<file path="src/design/noise_floor_trimmed_average_unit_assert.svh">
`ifndef NOISE_FLOOR_TRIMMED_AVERAGE_UNIT_ASSERT_SVH
`define NOISE_FLOOR_TRIMMED_AVERAGE_UNIT_ASSERT_SVH

`ifndef SYNTHESIS
`define NFTA_ASSERT_IMP(lbl, clk, rst_n, ante, cons) \
  lbl: assert property (@(posedge clk) disable iff (!rst_n) (ante) |-> (cons)) \
    else $error("nfta assertion failed");
`define NFTA_ASSERT_NXT(lbl, clk, rst_n, ante, cons) \
  lbl: assert property (@(posedge clk) disable iff (!rst_n) (ante) |=> (cons)) \
    else $error("nfta assertion failed");
`else
`define NFTA_ASSERT_IMP(lbl, clk, rst_n, ante, cons)
`define NFTA_ASSERT_NXT(lbl, clk, rst_n, ante, cons)
`endif

`endif

</file>
<file path="src/design/nfta_pkg.sv">
package nfta_pkg;

  localparam int NUM_CHANNELS = 16;
  localparam int IDX_W        = (NUM_CHANNELS > 1) ? $clog2(NUM_CHANNELS) : 1;
  localparam int DW           = 8;
  localparam int CHAN_W       = 8;
  localparam int CNT_W        = 32;
  localparam int ACC_W        = CNT_W + DW + 1;
  localparam int DQ_W         = DW + 1;
  localparam int STEP_W       = $clog2(DQ_W);
  localparam int CFG_IDX_W    = 2;

  localparam logic [CHAN_W:0] CH_LIM = (CHAN_W + 1)'(NUM_CHANNELS);

  localparam logic [CFG_IDX_W-1:0] CFG_FIRST_CHANNEL = 2'd0;
  localparam logic [CFG_IDX_W-1:0] CFG_LAST_CHANNEL  = 2'd1;
  localparam logic [CFG_IDX_W-1:0] CFG_RESET_NOISE   = 2'd2;

  localparam logic [CHAN_W-1:0] FIRST_CHANNEL_RST = 8'd1;
  localparam logic [CHAN_W-1:0] LAST_CHANNEL_RST  = 8'd13;
  localparam logic [DW-1:0]     RESET_NOISE_RST   = 8'hA1;

  localparam logic MODE_SAMPLE = 1'b0;
  localparam logic MODE_RESET  = 1'b1;

  typedef struct packed {
    logic load;
    logic settle;
    logic mul;
    logic prep;
    logic div_step;
    logic commit;
  } nfta_cmd_t;

  typedef struct packed {
    logic full;
    logic div_last;
  } nfta_stat_t;

endpackage

</file>
<file path="src/design/noise_floor_trimmed_average_unit.sv">
// Channel   Handshake              Payload
// input     start / busy           in_mode, in_channel, in_noise_dbm
// result    out_strobe (1 cycle)   out_result_dbm, out_in_range, out_max_dbm,
//                                  out_min_dbm, out_avg_dbm
// config    cfg_we                 cfg_index, cfg_wdata
//
// A sample on an in-range channel that holds both max and min passes from
// EVAL through MUL, PREP and the quotient loop of the divider in DIV to
// FIN before the result strobe; every other item goes from EVAL to FIN.
// The next item transfers in the strobe cycle. The receiver cannot stall.
// Synchronous active-low reset clears tables and counter, restores config.
module noise_floor_trimmed_average_unit import nfta_pkg::*; (
  input  logic                        clk,
  input  logic                        rst_n,
  input  logic                        cfg_we,
  input  logic        [CFG_IDX_W-1:0] cfg_index,
  input  logic        [DW-1:0]        cfg_wdata,
  input  logic                        start,
  output logic                        busy,
  input  logic                        in_mode,
  input  logic        [CHAN_W-1:0]    in_channel,
  input  logic signed [DW-1:0]        in_noise_dbm,
  output logic                        out_strobe,
  output logic signed [DW-1:0]        out_result_dbm,
  output logic                        out_in_range,
  output logic signed [DW-1:0]        out_max_dbm,
  output logic signed [DW-1:0]        out_min_dbm,
  output logic signed [DW-1:0]        out_avg_dbm
);

  nfta_cmd_t  cmd;
  nfta_stat_t stat;

  nfta_ctrl u_ctrl (
    .clk        (clk),
    .rst_n      (rst_n),
    .start      (start),
    .busy       (busy),
    .out_strobe (out_strobe),
    .cmd        (cmd),
    .stat       (stat)
  );

  nfta_dp u_dp (
    .clk            (clk),
    .rst_n          (rst_n),
    .cmd            (cmd),
    .stat           (stat),
    .cfg_we         (cfg_we),
    .cfg_index      (cfg_index),
    .cfg_wdata      (cfg_wdata),
    .in_mode        (in_mode),
    .in_channel     (in_channel),
    .in_noise_dbm   (in_noise_dbm),
    .out_result_dbm (out_result_dbm),
    .out_in_range   (out_in_range),
    .out_max_dbm    (out_max_dbm),
    .out_min_dbm    (out_min_dbm),
    .out_avg_dbm    (out_avg_dbm)
  );

endmodule

</file>
<file path="src/design/nfta_ctrl.sv">
`include "noise_floor_trimmed_average_unit_assert.svh"

module nfta_ctrl import nfta_pkg::*; (
  input  logic       clk,
  input  logic       rst_n,
  input  logic       start,
  output logic       busy,
  output logic       out_strobe,
  output nfta_cmd_t  cmd,
  input  nfta_stat_t stat
);

  typedef enum logic [2:0] {
    ST_IDLE,
    ST_EVAL,
    ST_MUL,
    ST_PREP,
    ST_DIV,
    ST_FIN
  } state_t;

  state_t state_r, state_nxt;
  logic   out_strobe_r, out_strobe_nxt;

  always_comb begin
    state_nxt      = state_r;
    out_strobe_nxt = 1'b0;
    cmd            = '0;
    case (state_r)
      ST_IDLE: begin
        if (start) begin
          cmd.load  = 1'b1;
          state_nxt = ST_EVAL;
        end
      end
      ST_EVAL: begin
        cmd.settle = 1'b1;
        state_nxt  = stat.full ? ST_MUL : ST_FIN;
      end
      ST_MUL: begin
        cmd.mul   = 1'b1;
        state_nxt = ST_PREP;
      end
      ST_PREP: begin
        cmd.prep  = 1'b1;
        state_nxt = ST_DIV;
      end
      ST_DIV: begin
        cmd.div_step = 1'b1;
        if (stat.div_last) begin
          state_nxt = ST_FIN;
        end
      end
      ST_FIN: begin
        cmd.commit     = 1'b1;
        out_strobe_nxt = 1'b1;
        state_nxt      = ST_IDLE;
      end
      default: begin
        state_nxt = ST_IDLE;
      end
    endcase
  end

  always_ff @(posedge clk) begin
    if (!rst_n) begin
      state_r      <= ST_IDLE;
      out_strobe_r <= 1'b0;
    end else begin
      state_r      <= state_nxt;
      out_strobe_r <= out_strobe_nxt;
    end
  end

  assign busy       = (state_r != ST_IDLE);
  assign out_strobe = out_strobe_r;

  `NFTA_ASSERT_IMP(a_strobe_idle, clk, rst_n, out_strobe_r, state_r == ST_IDLE)
  `NFTA_ASSERT_NXT(a_start_eval, clk, rst_n, start && (state_r == ST_IDLE), state_r == ST_EVAL)
  `NFTA_ASSERT_NXT(a_div_hold, clk, rst_n, (state_r == ST_DIV) && !stat.div_last, state_r == ST_DIV)

endmodule

</file>
<file path="src/design/nfta_dp.sv">
module nfta_dp import nfta_pkg::*; (
  input  logic                        clk,
  input  logic                        rst_n,
  input  nfta_cmd_t                   cmd,
  output nfta_stat_t                  stat,
  input  logic                        cfg_we,
  input  logic        [CFG_IDX_W-1:0] cfg_index,
  input  logic        [DW-1:0]        cfg_wdata,
  input  logic                        in_mode,
  input  logic        [CHAN_W-1:0]    in_channel,
  input  logic signed [DW-1:0]        in_noise_dbm,
  output logic signed [DW-1:0]        out_result_dbm,
  output logic                        out_in_range,
  output logic signed [DW-1:0]        out_max_dbm,
  output logic signed [DW-1:0]        out_min_dbm,
  output logic signed [DW-1:0]        out_avg_dbm
);

  logic        [CHAN_W-1:0] first_r, last_r;
  logic signed [DW-1:0]     rn_r;

  logic signed [DW-1:0] max_tbl_r [NUM_CHANNELS];
  logic signed [DW-1:0] min_tbl_r [NUM_CHANNELS];
  logic signed [DW-1:0] avg_tbl_r [NUM_CHANNELS];
  logic        [CNT_W-1:0] count_r;

  logic                    mode_r, inr_r, neg_r;
  logic        [IDX_W-1:0] idx_r;
  logic signed [DW-1:0]    smp_r, mx_r, mn_r, avg_r;
  logic signed [DW-1:0]    nmx_r, nmn_r, navg_r, med_r, res_r;
  logic signed [ACC_W-1:0] prod_r;
  logic        [ACC_W-1:0] rem_r, dv_r;
  logic        [DQ_W-1:0]  q_r;
  logic        [STEP_W-1:0] step_r;

  logic signed [DW-1:0] out_res_r, out_max_r, out_min_r, out_avg_r;
  logic                 out_inr_r;

  logic        [CHAN_W-1:0] diff;
  logic                     in_ok;
  logic        [IDX_W-1:0]  in_idx;
  logic                     hi_swap, lo_swap;
  logic signed [DW-1:0]     cur1, fmx, fmn, med;
  logic        [CNT_W-1:0]  cnt_m1;
  logic signed [CNT_W:0]    mul_a;
  logic signed [ACC_W-1:0]  acc;
  logic                     ge;
  logic        [DQ_W-1:0]   q_nxt;

  assign diff   = in_channel - first_r;
  assign in_ok  = (in_channel >= first_r) && (in_channel <= last_r) && ({1'b0, diff} < CH_LIM);
  assign in_idx = diff[IDX_W-1:0];

  assign hi_swap = smp_r > mx_r;
  assign cur1    = hi_swap ? mx_r : smp_r;
  assign fmx     = hi_swap ? smp_r : mx_r;
  assign lo_swap = cur1 < mn_r;
  assign fmn     = lo_swap ? cur1 : mn_r;
  assign med     = lo_swap ? mn_r : cur1;

  assign cnt_m1 = count_r - CNT_W'(1);
  assign mul_a  = $signed({1'b0, cnt_m1});
  assign acc    = prod_r + ACC_W'(med_r);
  assign ge     = rem_r >= dv_r;
  assign q_nxt  = {q_r[DQ_W-2:0], ge};

  assign stat.full     = inr_r && (mode_r == MODE_SAMPLE) && (mx_r != '0) && (mn_r != '0);
  assign stat.div_last = (step_r == '0);

  // Configuration, sample counter and tables
  always_ff @(posedge clk) begin
    if (!rst_n) begin
      first_r <= FIRST_CHANNEL_RST;
      last_r  <= LAST_CHANNEL_RST;
      rn_r    <= RESET_NOISE_RST;
      count_r <= '0;
      for (int i = 0; i < NUM_CHANNELS; i++) begin
        max_tbl_r[i] <= '0;
        min_tbl_r[i] <= '0;
        avg_tbl_r[i] <= '0;
      end
    end else begin
      if (cfg_we) begin
        case (cfg_index)
          CFG_FIRST_CHANNEL: first_r <= cfg_wdata;
          CFG_LAST_CHANNEL:  last_r  <= cfg_wdata;
          CFG_RESET_NOISE:   rn_r    <= cfg_wdata;
          default: ;
        endcase
      end
      if (cmd.settle && inr_r) begin
        if (mode_r == MODE_RESET) begin
          count_r <= '0;
        end else if (stat.full && (count_r != '1)) begin
          count_r <= count_r + CNT_W'(1);
        end
      end
      if (cmd.commit && inr_r) begin
        max_tbl_r[idx_r] <= nmx_r;
        min_tbl_r[idx_r] <= nmn_r;
        avg_tbl_r[idx_r] <= navg_r;
      end
    end
  end

  // Item payload and arithmetic
  always_ff @(posedge clk) begin
    if (cmd.load) begin
      mode_r <= in_mode;
      inr_r  <= in_ok;
      idx_r  <= in_idx;
      smp_r  <= in_noise_dbm;
      mx_r   <= max_tbl_r[in_idx];
      mn_r   <= min_tbl_r[in_idx];
      avg_r  <= avg_tbl_r[in_idx];
    end
    if (cmd.settle) begin
      res_r <= (mode_r == MODE_RESET) ? rn_r : smp_r;
      if (mode_r == MODE_RESET) begin
        nmx_r  <= '0;
        nmn_r  <= '0;
        navg_r <= rn_r;
      end else if (mx_r == '0) begin
        nmx_r  <= smp_r;
        nmn_r  <= mn_r;
        navg_r <= smp_r;
      end else if (mn_r == '0) begin
        nmx_r  <= fmx;
        nmn_r  <= cur1;
        navg_r <= cur1;
      end else begin
        nmx_r <= fmx;
        nmn_r <= fmn;
        med_r <= med;
      end
    end
    if (cmd.mul) begin
      prod_r <= mul_a * avg_r;
    end
    if (cmd.prep) begin
      neg_r  <= acc[ACC_W-1];
      rem_r  <= acc[ACC_W-1] ? ACC_W'(-acc) : ACC_W'(acc);
      dv_r   <= ACC_W'(count_r) << (DQ_W - 1);
      q_r    <= '0;
      step_r <= STEP_W'(DQ_W - 1);
    end
    if (cmd.div_step) begin
      rem_r  <= ge ? (rem_r - dv_r) : rem_r;
      dv_r   <= dv_r >> 1;
      q_r    <= q_nxt;
      step_r <= step_r - STEP_W'(1);
      if (stat.div_last) begin
        navg_r <= neg_r ? DW'(-q_nxt) : DW'(q_nxt);
      end
    end
    if (cmd.commit) begin
      out_inr_r <= inr_r;
      out_res_r <= inr_r ? res_r  : '0;
      out_max_r <= inr_r ? nmx_r  : '0;
      out_min_r <= inr_r ? nmn_r  : '0;
      out_avg_r <= inr_r ? navg_r : '0;
    end
  end

  assign out_result_dbm = out_res_r;
  assign out_in_range   = out_inr_r;
  assign out_max_dbm    = out_max_r;
  assign out_min_dbm    = out_min_r;
  assign out_avg_dbm    = out_avg_r;

endmodule
</file>
<file path="config.mk">
export PLATFORM = sky130hd
export DESIGN_NAME = noise_floor_trimmed_average_unit
export DESIGN_NICKNAME = d
export VERILOG_FILES = /design/src/design/nfta_pkg.sv /design/src/design/noise_floor_trimmed_average_unit.sv /design/src/design/nfta_ctrl.sv /design/src/design/nfta_dp.sv
export VERILOG_INCLUDE_DIRS = /design/src /design/src/design
export SDC_FILE = /design/constraint.sdc
export NUM_CORES = 2
export LEC_CHECK = 0
export ABC_AREA = 1
export CAP_MARGIN = 20
export CORE_MARGIN = 2
export CORE_UTILIZATION = 65
export CTS_BUF_LIST = sky130_fd_sc_hd__clkbuf_4 sky130_fd_sc_hd__clkbuf_8 sky130_fd_sc_hd__clkbuf_16
export DETAILED_ROUTE_END_ITERATION = 10
export DONT_BUFFER_PORTS = 1
export PLACE_DENSITY_LB_ADDON = 0.05
export SLEW_MARGIN = 40
export SYNTH_ARGS = -nofsm -noshare
export SYNTH_HDL_FRONTEND = slang
export SYNTH_SLANG_ARGS = --single-unit
</file>
<file path="constraint.sdc">
create_clock -name clk -period 7.1 [get_ports clk]
set_clock_uncertainty 0.2 [all_clocks]
set_input_delay 0.355 -clock clk [delete_from_list [all_inputs] [get_ports clk]]
set_output_delay 0.355 -clock clk [all_outputs]
set_load 0.01 [all_outputs]
</file>
# ---- Yosys cells after proc, flatten, opt, wreduce, memory -nomap -nowiden
# Memories as Yosys holds them, arrays and structs flattened. A register that Yosys moved wholly into a read port is not among the register bits.
# Index checks and enable logic that the tools add are counted.
dict set report op_classes {
  muxes 51
  magnitude_cmp 6
  n_mul 1
  n_reduce_logical 28
  bitwise 3
  add_sub_neg 8
  eq_ne 11
}
# op count
set ops {}
lappend ops {{$mux W41} 4}
lappend ops {{$mux W8} 18}
lappend ops {{$mux W32} 2}
lappend ops {{$add A41 B8 Y41} 1}
lappend ops {{$ge A41 B40 Y1} 1}
lappend ops {{$mul A33 B8 Y41} 1}
lappend ops {{$neg A41 Y41} 1}
lappend ops {{$sub A41 B40 Y41} 1}
lappend ops {{$mux W40} 1}
lappend ops {{$mux W39} 1}
lappend ops {{$add A32 B1 Y32 const B} 1}
lappend ops {{$ne A32 B32 Y1 const B} 1}
lappend ops {{$sub A32 B1 Y32 const B} 1}
lappend ops {{$reduce_or A8 Y1} 3}
lappend ops {{$mux W4} 5}
lappend ops {{$logic_not A8 Y1} 2}
lappend ops {{$reduce_bool A8 Y1} 2}
lappend ops {{$pmux W3 S5} 1}
lappend ops {{$mux W1} 14}
lappend ops {{$mux W7} 2}
lappend ops {{$reduce_and A2 Y1} 6}
lappend ops {{$mux W3} 3}
lappend ops {{$ge A8 B8 Y1} 1}
lappend ops {{$gt A8 B8 Y1} 1}
lappend ops {{other kinds (21)} 34}
dict set report totals {
  input_bits 31
  register_bits 281
  ram_bits 384
  n_memories 3
}
# name depth width rd rd_clocked_by_memory_dff write_ports line
set memory_table {}
lappend memory_table {u_dp.avg_tbl_r 16 8 1 1 16 nfta_dp.sv:24} ;# logic signed [DW-1:0] avg_tbl_r [NUM_CHANNELS];
lappend memory_table {u_dp.max_tbl_r 16 8 1 1 16 nfta_dp.sv:22} ;# logic signed [DW-1:0] max_tbl_r [NUM_CHANNELS];
lappend memory_table {u_dp.min_tbl_r 16 8 1 1 16 nfta_dp.sv:23} ;# logic signed [DW-1:0] min_tbl_r [NUM_CHANNELS];

# ---- Longest topological paths before layout
dict set report logic_depth {
  word_depth 8
  depth_mapped 36
  depth_no_buf 35
}

# ---- Hierarchy
# A second synthesis with hierarchy kept.
dict set report unflattened {
  hier_cells 5449
  area_unflattened_um2 45885.3
}
# module area_each_um2 instances cells_per_inst seq_area_each_um2
set by_module_without_submodules {}
lappend by_module_without_submodules {nfta_dp 45655.0 1 5414 19929.1}
lappend by_module_without_submodules {nfta_ctrl 230.2 1 35 80.1}

# ---- Least setup slack after synthesis
# Ideal clock, no wire load.
dict set report synth_path {
  path_kind {reg-to-reg}
  from {register u_dp.count_r[0]}
  to {register u_dp.prod_r[39], data pin}
  path_stages_with_launch 32
  required_ps 6642
  arrival_ps 5583
  path_buffers 0
  setup_time_ps 258
  slack_ps 1059
  path_cell_list {dfxtp_1 -> inv_1 -> ha_1 -> nand2_1 -> inv_1 -> nand2_1 -> inv_1 -> nand2_1 -> nor2_1 -> inv_1 -> nor4_1 -> nand4_1 -> nor3_1 -> nand3_1 -> xor2_1 -> nor2_1 -> fa_1 -> fa_1 -> fa_1 -> inv_1 -> fa_1 -> inv_1 -> ha_1 -> nand2_1 -> nor2_1 -> nand2_1 -> nor3_1 -> nand3_1 -> o2111ai_1 -> nand3_1 -> nand2_1 -> xor2_1}
}
dict set report synth_via {
  elab_chain_cells 2
}
# element line
set synth_lines {}
lappend synth_lines {{start: declaration} nfta_dp.sv:25} ;# logic [CNT_W-1:0] count_r;
lappend synth_lines {{start signal: assignment} nfta_dp.sv:95} ;# count_r <= count_r + CNT_W'(1);
lappend synth_lines {{$sub A32 B1 Y32} nfta_dp.sv:61} ;# assign cnt_m1 = count_r - CNT_W'(1);
lappend synth_lines {{$mul A33 B8 Y41} nfta_dp.sv:138} ;# prod_r <= mul_a * avg_r;
lappend synth_lines {{end signal: assignment} nfta_dp.sv:138}
lappend synth_lines {{end: declaration} nfta_dp.sv:31} ;# logic signed [ACC_W-1:0] prod_r;
# No other way between the ends.
# A chain may end at the register's enable or synchronous reset.

# ---- Final worst setup path
dict set report layout_path {
  from {register u_dp.count_r[0]}
  to {register u_dp.prod_r[40], data pin}
}
# Same word-level chain as after synthesis.

==> metrics.txt <==
synthesized area per cell 8.37 sq um; Root Buffer clkbuf_16; cell family with most CP delay simple AND/OR/NAND/NOR gates; Non-Filler Instances 6,426; Post-Syn Area 45,600 sq um; Synth Area in Adders 13.8%; slowest stage delay, CP 570 ps; Final Cycle Share 94.9%; Placement Setup Slack between 300 and 400 ps; fillcell total ~5,600; CP Capture Type register; Remaining DRCs 0; Starting Density 65.4%; crit-path most repeated cell fa_1; final WL 135,000 um; GRT overflow 0; Clock Path Buffers 3; Seq cells post-synth 689; vias in the first global route 36,098; Post-DP Area 46,700 sq um; total of max-cap violations 0; area leader, netlist edfxtp_1; Die Span Y 269 um; cells on worst reg2reg path 31; worst hold-check path type input pin to register; Rel. slew slack between 40 and 50%; Boundary Pins 66; clk sink count just under 700; syn_nets 5,868; worst r2r src u_dp.count_r[0]; top-area cell type share of the netlist area 40.9%; top-count cell post-synth nor2_1; CP Buf/Inv Count 6; multi-input gate area in the final layout 22,200 sq um; # rows 97; die area 72,200 sq um; Post-Synth Simple-Gate Area 22.0%; WHS Path Cells 1; Initial DRC Count approximately 4,600; slowest stage cell, crit path fa_1; highest clock rate 0.148 GHz; Reg area between 20,000 and 25,000 sq um; crit-path max FO 12; number of flops mapped to enable cells by yosys 621; via count 38,391; register area share after synthesis 43.9%; worst endpoint data arrival time 6910 ps; nets 5,847; compound-cell area share of the yosys netlist 10.3%; FF-to-FF End u_dp.prod_r[40]; routability cong. 1.01; setup_tns 0 ps; die width 269 um; hold endpoint u_dp.max_tbl_r[8][6]; number of port buffers 0; status complete, no violations; DRT antenna net count 0; Inserted Diodes 0; CTS clk-pin slew, worst paths 60 ps; Tmin final 6740 ps; ys async rst share 0%; DP Wirelength between 90,000 and 100,000 um; post-DR wirelength/cell ~21 um; pin count of the biggest net entering global routing 124; WS Path Type register to register; Synth Area in XOR/XNOR 2.15%; routed vias/inst 5.97; final setup vio count 0; First-pass DRT Iterations 5; share of layout cells above drive strength 1 4.96%; global-route wire length before repair 205,000 um; H-tree levels 3; final hold vios 0; total CTS buffers 75; GRT Total Usage between 30% and 40%; area grow syn2layout 9.35%; R2R setup slack 360 ps; placed insts 6,249; Pins Over Slew Limit 0; cell count after synthesis around 5,400; Area contributors post-synth edfxtp_1, nor2_1, fa_1, nand2_1, inv_1; Critical Path RT 7270 ps; post-layout worst setup margin roughly 360 ps; multiplexer share of the synthesized area 0%; fin area 49,800 sq um; Synth top cells by count nor2_1, nand2_1, inv_1; core area 69,700 sq um; worst skew pair latency around 640 ps; setup repair bufs after CTS 0; Worst Max-Slew Pin Slew 848 ps; total stage count of the critical path 31; HP Start rst_n; top_reg_cell synth edfxtp_1; combinational family with the most area after synthesis simple AND/OR/NAND/NOR gates; initial antenna violation count 0; CTS tree built; nature of the critical path startpoint register; Netlist cell types 63; unrepaired setup endpoints after global routing yes; Yosys warnings 0
==> how the worst max path moves through the flow <==
stage	startpoint	end
after detailed placement	u_dp.count_r[2]	u_dp.prod_r[40]
after floorplan	u_dp.count_r[0]	u_dp.prod_r[39]
final	u_dp.count_r[0]	u_dp.prod_r[40]
after CTS	u_dp.count_r[0]	u_dp.prod_r[40]
after global placement	u_dp.count_r[1]	u_dp.prod_r[40]
after global routing	u_dp.count_r[2]	u_dp.prod_r[35]
==> what timing repair did <==
item | CTS | global route
setup endpoints to repair | 0 | 3
hold buffers | 39 | 0
hold endpoints to repair | 64 | 0
resized for setup | 0 | 8
==> metal layers <==
metal	global-route usage (%)	up-vias	wire (um)
met1	47.6	18149	51100
met5	0	-	0
met4	21.8	0	8710
li1	-	17854	-
met2	60.9	2000	63000
met3	6.21	388	12000
==> cell families (layout without fill, tap and decap cells) <==
group	count (synthesis)	in the layout
and+or+nand+nor	2499	2499
adders and majority gates	391	391
AOI/OAI and AO/OA	807	807
DFF	689	689
xor gates and xnor gates	109	109
buffers and inverters	951	991
==> final cells by class <==
cell class              instances  share of cell area, %
inverters                     726                   5.48
well taps                     940                   2.36
flip-flops and latches        689                   40.2
clock inverters                42                   1.23
repair buffers                127                   2.16
multi-input cells            3806                   44.5
clock buffers                  96                   4.15
==> flip-flops by register name (all words and copies together), names as in the netlist, 32 cells and up <==
register        cells
u_dp.min_tbl_r    128
u_dp.dv_r          40
u_dp.rem_r         41
u_dp.avg_tbl_r    128
u_dp.max_tbl_r    128
u_dp.prod_r        41
u_dp.count_r       32
==> cells in the final DEF, fill, tap and decap left out, types with 8 or more instances in the layout <==
master         netlist  routed
nand3b_1            12      12
a21o_1               8       8
dlygate4sd3_1        0      38
o21bai_1             8       8
nor2_1            1231    1229
fa_1               184     183
clkinv_1            15      25
nand4_1             46      46
edfxtp_1           621     621
clkbuf_4             0      16
nor4_1              21      21
a21oi_1            249     249
bufinv_16            0      11
ha_1               207     203
clkinv_2             0      11
o211ai_1            11      11
inv_1              707     705
clkbuf_16            0      75
buf_4                0      86
o221ai_1            13      13
o21ai_0            327     327
o21a_1              12      12
o21ai_1             12      12
dfxtp_1             68      68
nand3_1            163     163
xnor2_1             34      32
nor3_1              64      60
nand2_1            931     925
xor2_1              73      69
a31oi_1             41      41
o32ai_1             96      96
==> stage by stage <==
step | hold slack (ps) | utilization [%]
2_1_floorplan | 224 | -
5_1_grt | 38.6 | 71.5
6_report | 28.5 | 71.5
4_1_cts | 11.7 | 71.4
3_3_place_gp | 243 | 67.0
3_5_place_dp | 249 | 67.0
Power is not shown: default switching activity piles up to over one toggle a cycle in this logic, so the estimate is an artifact.
